--- config.mk ---
export PLATFORM = sky130hd
export DESIGN_NAME = four_channel_pwm_timer_registers_unit_flat
export DESIGN_NICKNAME = d
export VERILOG_FILES = /design/src/rtl/pwmt_pkg.sv /design/src/rtl/pwmt_if.sv /design/src/rtl/pwmt_channel.sv /design/src/rtl/four_channel_pwm_timer_registers_unit.sv /design/src/flat_wrapper.sv
export SDC_FILE = /design/constraint.sdc
export NUM_CORES = 2
export LEC_CHECK = 0
export BUFFER_PORTS_ARGS = -buffer_cell sky130_fd_sc_hd__buf_2
export CORE_MARGIN = 2
export CORE_UTILIZATION = 31
export DETAILED_ROUTE_END_ITERATION = 6
export PLACE_DENSITY_LB_ADDON = 0.25
export SYNTH_ARGS = -nofsm -noshare
export SYNTH_HDL_FRONTEND = slang
export SYNTH_SLANG_ARGS = --single-unit
export TNS_END_PERCENT = 100
--- constraint.sdc ---
create_clock -name clk -period 5.15 [get_ports clk]
set_input_delay 0.2575 -clock clk [delete_from_list [all_inputs] [get_ports clk]]
set_output_delay 0.2575 -clock clk [all_outputs]
set_load 0.02 [all_outputs]
--- src/rtl/pwmt_pkg.sv ---
// ----------------------------------------------------------------------------
// pwmt_pkg: shared types and constants for the four-channel PWM timer
// Register offsets, operation codes and the control/status bundles that pass
// between the top level and the channel slices.
// ----------------------------------------------------------------------------
package pwmt_pkg;

  // Default sizing
  localparam int unsigned CHANNELS_DEF    = 4;
  localparam int unsigned COUNT_WIDTH_DEF = 32;

  // Register map
  localparam logic [11:0] ADDR_GLOBAL = 12'h000;
  localparam int unsigned DONE_LSB    = 4;      // done flags start at bit 4
  localparam logic [3:0]  REG_CTL     = 4'h0;
  localparam logic [3:0]  REG_PERIOD  = 4'h4;
  localparam logic [3:0]  REG_DUTY    = 4'h8;
  localparam logic [3:0]  REG_COUNT   = 4'hC;

  // Control register bits
  localparam int unsigned CTL_EN  = 0;
  localparam int unsigned CTL_IE  = 2;
  localparam int unsigned CTL_W   = 3;

  // Item operation codes
  typedef enum logic [1:0] {
    OP_READ  = 2'd0,
    OP_WRITE = 2'd1,
    OP_TICK  = 2'd2
  } op_t;

  // Per-channel update strobes
  typedef struct packed {
    logic wr_ctl;
    logic wr_period;
    logic wr_duty;
    logic clr_done;
    logic tick;
  } chan_cmd_t;

  // Per-channel status
  typedef struct packed {
    logic enable;
    logic done;
    logic irq;
  } chan_stat_t;

endpackage

--- src/rtl/pwmt_if.sv ---
// ----------------------------------------------------------------------------
// pwmt_if: request and response channels of the PWM timer
// Valid/ready channels; a transfer happens when valid and ready are both high.
// ----------------------------------------------------------------------------
interface pwmt_req_if;
  logic        valid;
  logic        ready;
  logic [1:0]  operation;
  logic [11:0] address;
  logic [31:0] write_data;

  modport source (output valid, output operation, output address,
                  output write_data, input ready);
  modport sink   (input valid, input operation, input address,
                  input write_data, output ready);
endinterface

interface pwmt_rsp_if;
  logic        valid;
  logic        ready;
  logic [31:0] read_data;
  logic        interrupt_level;

  modport source (output valid, output read_data, output interrupt_level,
                  input ready);
  modport sink   (input valid, input read_data, input interrupt_level,
                  output ready);
endinterface

--- src/rtl/pwmt_channel.sv ---
// ----------------------------------------------------------------------------
// pwmt_channel: one timer channel
// Holds control, period, duty, the down-counter and the done flag, applies
// one update per cycle and returns the selected register for reads.
// ----------------------------------------------------------------------------
module pwmt_channel #(
  parameter int unsigned COUNT_WIDTH = pwmt_pkg::COUNT_WIDTH_DEF
) (
  input  logic                     clk,
  input  logic                     rst,
  input  pwmt_pkg::chan_cmd_t      cmd,
  input  logic [31:0]              wdata,
  input  logic [3:0]               rsel,
  output logic [31:0]              rd_word,
  output pwmt_pkg::chan_stat_t     stat
);

  logic [pwmt_pkg::CTL_W-1:0] control, control_next;
  logic [COUNT_WIDTH-1:0]     period, period_next;
  logic [31:0]                duty, duty_next;
  logic [COUNT_WIDTH-1:0]     remaining, remaining_next;
  logic                       done, done_next;
  logic                       counting;
  logic [COUNT_WIDTH-1:0]     elapsed;

  assign counting = control[pwmt_pkg::CTL_EN] && (period != '0);

  // Elapsed count wraps at the counter width
  assign elapsed = period - remaining;

  // Work out the next channel state
  always_comb begin
    control_next   = control;
    period_next    = period;
    duty_next      = duty;
    remaining_next = remaining;
    done_next      = done;
    if (cmd.wr_ctl) begin
      control_next = wdata[pwmt_pkg::CTL_W-1:0];
      if (!control[pwmt_pkg::CTL_EN] && wdata[pwmt_pkg::CTL_EN]) begin
        remaining_next = period;
      end
    end
    if (cmd.wr_period) begin
      period_next = wdata[COUNT_WIDTH-1:0];
      if (control[pwmt_pkg::CTL_EN]) begin
        remaining_next = wdata[COUNT_WIDTH-1:0];
      end
    end
    if (cmd.wr_duty) begin
      duty_next = wdata;
    end
    if (cmd.clr_done) begin
      done_next = 1'b0;
    end
    // Count down; reload and flag on reaching zero
    if (cmd.tick && counting) begin
      if (remaining <= COUNT_WIDTH'(1)) begin
        done_next      = 1'b1;
        remaining_next = period;
      end else begin
        remaining_next = remaining - COUNT_WIDTH'(1);
      end
    end
  end

  always_ff @(posedge clk) begin
    if (rst) begin
      control   <= '0;
      period    <= '0;
      duty      <= '0;
      remaining <= '0;
      done      <= 1'b0;
    end else begin
      control   <= control_next;
      period    <= period_next;
      duty      <= duty_next;
      remaining <= remaining_next;
      done      <= done_next;
    end
  end

  // Select the register for a read
  always_comb begin
    case (rsel)
      pwmt_pkg::REG_CTL:    rd_word = 32'(control);
      pwmt_pkg::REG_PERIOD: rd_word = 32'(period);
      pwmt_pkg::REG_DUTY:   rd_word = duty;
      pwmt_pkg::REG_COUNT:  rd_word = counting ? 32'(elapsed) : 32'd0;
      default:              rd_word = 32'd0;
    endcase
  end

  assign stat.enable = control[pwmt_pkg::CTL_EN];
  assign stat.done   = done;
  assign stat.irq    = done && control[pwmt_pkg::CTL_IE];

  // A done flag only rises on a tick
  a_done_on_tick: assert property (@(posedge clk) disable iff (rst)
    $rose(done) |-> $past(cmd.tick))
    else $error("done flag set without a tick");

  // A disabled channel holds its counter across a tick
  a_hold_disabled: assert property (@(posedge clk) disable iff (rst)
    (cmd.tick && !control[pwmt_pkg::CTL_EN]) |=> $stable(remaining))
    else $error("disabled channel counter moved");

  // A counting channel never leaves zero behind after a tick
  a_no_stuck_zero: assert property (@(posedge clk) disable iff (rst)
    (cmd.tick && counting && !cmd.wr_period) |=> (remaining != '0))
    else $error("counter left at zero after tick");

endmodule

--- src/rtl/four_channel_pwm_timer_registers_unit.sv ---
// ----------------------------------------------------------------------------
// four_channel_pwm_timer_registers_unit: PWM timer register block
// Takes register reads, writes and ticks, decodes them and updates the
// channel slices, returning one response per item.
// ----------------------------------------------------------------------------
// Path: a request transfer is held in the input register, then its response
//   is loaded into the response register; the interrupt level reflects the
//   state after the item shown on the response.
// Throughput: one item per cycle; a held response stalls the input register.
// Reset: all channel registers, counters and done flags clear to zero.
module four_channel_pwm_timer_registers_unit #(
  parameter int unsigned CHANNELS    = pwmt_pkg::CHANNELS_DEF,
  parameter int unsigned COUNT_WIDTH = pwmt_pkg::COUNT_WIDTH_DEF
) (
  input  logic       clk,
  input  logic       rst,
  pwmt_req_if.sink   req,
  pwmt_rsp_if.source rsp
);

  // Input register
  logic                iv;
  pwmt_pkg::op_t       i_op;
  logic [11:0]         i_addr;
  logic [31:0]         i_wdata;
  // Response register
  logic                ov;
  logic [31:0]         o_rdata;

  logic                advance;
  logic                is_read, is_write, is_tick;
  logic                addr_global;
  logic [7:0]          chan_field;
  logic                aligned;
  logic [CHANNELS-1:0] sel;
  logic [CHANNELS-1:0] en_vec, done_vec, irq_vec;
  logic [31:0]         rd_words [CHANNELS];
  logic [31:0]         rd_chan;
  logic [31:0]         rd_global;
  logic [31:0]         read_data_next;

  assign advance   = iv && (!ov || rsp.ready);
  assign req.ready = !iv || advance;

  // Hold the accepted item
  always_ff @(posedge clk) begin
    if (rst) begin
      iv <= 1'b0;
    end else if (req.ready) begin
      iv <= req.valid;
    end
  end

  always_ff @(posedge clk) begin
    if (req.ready && req.valid) begin
      i_op    <= pwmt_pkg::op_t'(req.operation);
      i_addr  <= req.address;
      i_wdata <= req.write_data;
    end
  end

  // Decode the operation
  always_comb begin
    is_read  = 1'b0;
    is_write = 1'b0;
    is_tick  = 1'b0;
    case (i_op)
      pwmt_pkg::OP_READ:  is_read  = 1'b1;
      pwmt_pkg::OP_WRITE: is_write = 1'b1;
      pwmt_pkg::OP_TICK:  is_tick  = 1'b1;
      default: ;
    endcase
  end

  // Decode the address
  assign addr_global = (i_addr == pwmt_pkg::ADDR_GLOBAL);
  assign chan_field  = i_addr[11:4];
  assign aligned     = (i_addr[1:0] == 2'b00);

  genvar n;
  generate
    for (n = 0; n < CHANNELS; n++) begin : g_chan
      pwmt_pkg::chan_cmd_t  cmd;
      pwmt_pkg::chan_stat_t stat;

      assign sel[n] = aligned && (chan_field == 8'(n + 1));

      assign cmd.wr_ctl    = advance && is_write && sel[n]
                             && (i_addr[3:0] == pwmt_pkg::REG_CTL);
      assign cmd.wr_period = advance && is_write && sel[n]
                             && (i_addr[3:0] == pwmt_pkg::REG_PERIOD);
      assign cmd.wr_duty   = advance && is_write && sel[n]
                             && (i_addr[3:0] == pwmt_pkg::REG_DUTY);
      assign cmd.clr_done  = advance && is_write && addr_global
                             && i_wdata[pwmt_pkg::DONE_LSB + n];
      assign cmd.tick      = advance && is_tick;

      pwmt_channel #(
        .COUNT_WIDTH (COUNT_WIDTH)
      ) u_chan (
        .clk     (clk),
        .rst     (rst),
        .cmd     (cmd),
        .wdata   (i_wdata),
        .rsel    (i_addr[3:0]),
        .rd_word (rd_words[n]),
        .stat    (stat)
      );

      assign en_vec[n]   = stat.enable;
      assign done_vec[n] = stat.done;
      assign irq_vec[n]  = stat.irq;
    end
  endgenerate

  // Gather the channel read word
  always_comb begin
    rd_chan = 32'd0;
    for (int k = 0; k < CHANNELS; k++) begin
      if (sel[k]) begin
        rd_chan = rd_chan | rd_words[k];
      end
    end
  end

  assign rd_global = (32'(done_vec) << pwmt_pkg::DONE_LSB) | 32'(en_vec);

  always_comb begin
    read_data_next = 32'd0;
    if (is_read) begin
      if (addr_global) begin
        read_data_next = rd_global;
      end else if (|sel) begin
        read_data_next = rd_chan;
      end
    end
  end

  // Advance the response register
  always_ff @(posedge clk) begin
    if (rst) begin
      ov <= 1'b0;
    end else if (advance) begin
      ov <= 1'b1;
    end else if (rsp.ready) begin
      ov <= 1'b0;
    end
  end

  always_ff @(posedge clk) begin
    if (advance) begin
      o_rdata <= read_data_next;
    end
  end

  assign rsp.valid           = ov;
  assign rsp.read_data       = o_rdata;
  assign rsp.interrupt_level = |irq_vec;

  // A full pipeline with a stalled response takes no new item
  a_no_overrun: assert property (@(posedge clk) disable iff (rst)
    (iv && ov && !rsp.ready) |-> !req.ready)
    else $error("request taken while pipeline stalled");

  // Anything but a read answers zero
  a_zero_non_read: assert property (@(posedge clk) disable iff (rst)
    (advance && !is_read) |=> (rsp.read_data == 32'd0))
    else $error("non-read item returned data");

  // The interrupt line needs a done flag behind it
  a_irq_source: assert property (@(posedge clk) disable iff (rst)
    rsp.interrupt_level |-> (done_vec != '0))
    else $error("interrupt without a done flag");

  // Every processed item yields a valid response next cycle
  a_rsp_follows: assert property (@(posedge clk) disable iff (rst)
    advance |=> ov)
    else $error("processed item produced no response");

endmodule

--- src/flat_wrapper.sv ---
// flat-port wrapper written by rule: the top's interface ports become plain ports
module four_channel_pwm_timer_registers_unit_flat 
#(
  parameter int unsigned CHANNELS    = pwmt_pkg::CHANNELS_DEF,
  parameter int unsigned COUNT_WIDTH = pwmt_pkg::COUNT_WIDTH_DEF
)
  (clk, rst, req_valid, req_operation, req_address, req_write_data, req_ready, rsp_valid, rsp_read_data, rsp_interrupt_level, rsp_ready);
  pwmt_req_if req_i ();
  pwmt_rsp_if rsp_i ();
  input  logic clk;
  input  logic rst;
  input wire logic [$bits(req_i.valid)-1:0] req_valid;
  input wire logic [$bits(req_i.operation)-1:0] req_operation;
  input wire logic [$bits(req_i.address)-1:0] req_address;
  input wire logic [$bits(req_i.write_data)-1:0] req_write_data;
  output wire logic [$bits(req_i.ready)-1:0] req_ready;
  output wire logic [$bits(rsp_i.valid)-1:0] rsp_valid;
  output wire logic [$bits(rsp_i.read_data)-1:0] rsp_read_data;
  output wire logic [$bits(rsp_i.interrupt_level)-1:0] rsp_interrupt_level;
  input wire logic [$bits(rsp_i.ready)-1:0] rsp_ready;
  assign req_i.valid = req_valid;
  assign req_i.operation = req_operation;
  assign req_i.address = req_address;
  assign req_i.write_data = req_write_data;
  assign req_ready = req_i.ready;
  assign rsp_valid = rsp_i.valid;
  assign rsp_read_data = rsp_i.read_data;
  assign rsp_interrupt_level = rsp_i.interrupt_level;
  assign rsp_i.ready = rsp_ready;
  four_channel_pwm_timer_registers_unit #(.CHANNELS(CHANNELS), .COUNT_WIDTH(COUNT_WIDTH)) u_core (.clk(clk), .rst(rst), .req(req_i), .rsp(rsp_i));
endmodule
==> results.tsv <==
metric	value	unit
RSZ-0062 raised after global routing	no	
startpoint of the tightest hold check path	rst	
hold violation total from the final report	0	
Layout area overhead	13.0	%
most area-hungry cell type in the Yosys netlist	dfxtp_1	
Crit Path Max Fanout	6	
number of maximum-capacitance violations	0	
residual DRC count	2	
asr flop ratio synth	0	
most common cell after layout, fill and taps aside	nand2_1	
Post-Synthesis Net Count	4449	
Yosys cell types	81	
summed instance area of the synthesized netlist	0.0321	mm²
final clock period utilization by the worst path	0.779	
Setup TNS Final	0	ns
first-pass GRT wire length	209	mm
per-cell via count in the routed design	5.88	
Setup crit end kind	register	
WL final	144	mm
worst reg2reg startpoint	u_core.g_chan[3].u_chan.remaining[0]$_SDFF_PP0_	
number of stages on the worst hold path	2	
transition time of the tightest slew-check pin	1.30	ns
setup-violating endpoint count in the final report	0	
Chip Height	326	µm
synthesis-stage register bit count	480	
H-tree depth reported by CTS	2	
most frequent cells in the layout	nand2_1, a21oi_1, dfxtp_1	
worst-case reg-to-reg path depth	12	
total global routing overflow	0	
Global Route Usage Sum	0.260	
placer congestion estimate	1.02	
Ant. Diodes	0	
Clock Pin Slew Worst Setup and Hold Paths	0.06	ns
run status	finished with violations	
final critical delay including setup and external delays	4.01	ns
vias	33200	
first-pass detailed-route iteration total	7	
Clock Latency Late Sink	0.66	ns
Core Rows	118	
end point of the worst hold path	u_core.g_chan[3].u_chan.period[1]$_SDFFE_PP0P_	
Synth area leaders	dfxtp_1, nand2_1, a21oi_1, edfxtp_1, o211ai_1	
Ports	85	
buffers added on ports	84	
CP required	5.55	ns
largest net degree at the start of global routing	135	
Yosys warnings	0	
class of the worst hold path	input port to register	
Worst setup SP type	register	
final non-filler cell total	5649	
sequential fraction of the synthesis area	0.323	
mean area per synthesized cell	7.54	µm²
initial cell density of the core	0.311	
number of sinks on the clock net	480	
routed wire length per instance	25.5	µm
cell at the slowest stage of the critical path	a222oi_1	
main flop type after synthesis	dfxtp_1	
P per Cell Area	237	mW/mm²
Antenna Violating Nets Remaining	0	
clock skew	0.0179	ns
detailed placement HPWL	99.4	mm
Leakage Power	13.7	nW
number of placed instances, taps included	5492	
total setup buffers inserted after CTS	0	
net count of the finished layout	4407	
Reg-to-Reg End	u_core.rsp.read_data[10]$_SDFFCE_PP0P_	
count of routing violations after the opening detailed-route iteration	4725	
top cell type's share of synthesized area	0.250	
violated checks	design-rule violations	
remaining max-slew budget at the tightest pin	0.136	
Peak VDD IR	0.255	mV
CTS buffer count	57	
buffer cell driving the clock tree root	clkbuf_16	
Critical Path AT	4.41	ns
cell count after synthesis	4262	
number of buffers on the longest clock path	3	
die boundary width	326	µm
Peak Freq	0.249	GHz
reg-to-reg slack, setup	1.14	ns
CP cell instances	ha_1 -> inv_1 -> fa_1 -> a21oi_1 -> o221ai_1 -> o21ai_0 -> nor2b_1 -> xnor2_1 -> a222oi_1 -> o22ai_1 -> a221oi_1 -> nor2_1	
number of buffers and inverters on the critical path	1	
post-cts sizing count	0	
via count of the first global-routing pass	29800	
Core Region	0.103	mm²
Post-synth EDFFs	78	
fill cell total of the finished layout	10800	
number of pins exceeding their max-slew limit in the final report	0	
number of antenna violations at the first check in global routing	11	
delay-heaviest family, CP	compound AO/OA/AOI/OAI gates	
kind of critical path	register to register	
Sequential Area	0.0104	mm²
multi-input combinational cell area	0.0199	mm²
Die Footprint	0.106	mm²
hold buffer count at cts	49	
maximum cell stage delay along the critical path	0.87	ns
share of final-layout standard cells stronger than drive strength 1	0.0803	
TritonCTS clock tree	done	
## routing by layer
metal,up-vias,part of all wire,GRT usage
met4,0,0.050,0.115
met3,293,0.099,0.0514
met5,-,0,0
met1,16000,0.43,0.366
met2,1609,0.42,0.382
li1,15300,-,-
## power by group
| group | internal, mW | switching, mW | leakage, nW |
|---|---|---|---|
| clock network | 2.52 | 1.82 | 0.955 |
| logic | 0.0794 | 0.262 | 8.74 |
| registers | 3.85 | 0.0696 | 3.97 |
## through the flow
stage               instance area (µm²)  hold slack [ns]  setup slack (ns)  power (mW)   util
finish                            36300            0.123              1.14        8.60  0.352
global route                      36300            0.147             0.890        8.81  0.352
CTS                               36300            0.120              1.23        8.64  0.352
detailed placement                33900            0.436              1.26        4.30  0.328
global placement                  33900            0.434              1.22        4.30  0.328
floorplan                         32100            0.356              1.09        4.08      -
## cell families after synthesis
kind of cell             share of synthesized area
flip-flops                                   0.323
adder cells (fa/ha/maj)                     0.0543
AND/OR/NAND/NOR                              0.198
multiplexers                                0.0346
AO/OA/AOI/OAI                                0.277
buffers and inverters                       0.0595
XOR/XNOR                                    0.0537
## how the worst max path moves through the flow
| stage | end | slack, ns | from | cells past startpoint |
|---|---|---|---|---|
| floorplan | u_core.g_chan[3].u_chan.remaining[2]$_SDFF_PP0_ | 1.09 | u_core.rsp.valid$_SDFFE_PP0P_ | 11 |
| global placement | u_core.rsp.read_data[13]$_SDFFCE_PP0P_ | 1.22 | u_core.g_chan[3].u_chan.period[4]$_SDFFE_PP0P_ | 11 |
| detailed placement | u_core.rsp.read_data[10]$_SDFFCE_PP0P_ | 1.26 | u_core.g_chan[3].u_chan.remaining[0]$_SDFF_PP0_ | 12 |
| CTS | u_core.rsp.read_data[10]$_SDFFCE_PP0P_ | 1.23 | u_core.g_chan[3].u_chan.remaining[0]$_SDFF_PP0_ | 12 |
| global route | u_core.rsp.read_data[24]$_SDFFCE_PP0P_ | 0.89 | u_core.g_chan[2].u_chan.remaining[0]$_SDFF_PP0_ | 13 |
| finish | u_core.rsp.read_data[10]$_SDFFCE_PP0P_ | 1.14 | u_core.g_chan[3].u_chan.remaining[0]$_SDFF_PP0_ | 12 |
## area by class of cell
type / instances / share of cell area
multi-input combinational: 3284 / 0.548
sequential: 480 / 0.286
tap: 1380 / 0.0475
timing repair buffer: 223 / 0.0464
clock buffer: 79 / 0.0450
inverter: 174 / 0.0180
clock inverter: 29 / 0.00892
## state kept, by name, summed over array words and instances (netlist names)
| name | cells |
|---|---|
| u_core.iv | 1 |
| u_core.i_wdata | 32 |
| u_core.rsp.read_data | 32 |
| u_core.g_chan.u_chan.done | 4 |
| u_core.i_addr | 12 |
| u_core.g_chan.u_chan.period | 128 |
| u_core.g_chan.u_chan.control | 12 |
| u_core.i_op | 2 |
| u_core.g_chan.u_chan.remaining | 128 |
| u_core.rsp.valid | 1 |
| u_core.g_chan.u_chan.duty | 128 |
## synth_stat cells (16+ instances only)
| library cell | number |
|---|---|
| a21oi_1 | 544 |
| o21ai_0 | 143 |
| nand2_1 | 878 |
| nand3_1 | 86 |
| ha_1 | 133 |
| nand4_1 | 47 |
| buf_2 | 24 |
| o21a_1 | 21 |
| inv_1 | 172 |
| clkbuf_1 | 283 |
| nand2b_1 | 21 |
| o22ai_1 | 53 |
| a21o_1 | 54 |
| a22o_1 | 16 |
| mux2i_1 | 111 |
| a211oi_1 | 17 |
| a222oi_1 | 45 |
| nor2_1 | 195 |
| xnor2_1 | 145 |
| edfxtp_1 | 78 |
| nor4_1 | 50 |
| xor2_1 | 50 |
| dfxtp_1 | 402 |
| nor2b_1 | 16 |
| and3_1 | 20 |
| or3_1 | 29 |
| or2_2 | 17 |
| nor3_1 | 46 |
| a31oi_1 | 23 |
| o211ai_1 | 282 |
| a221oi_1 | 18 |
| a22oi_1 | 68 |
(Power assumes the default switching activity.)
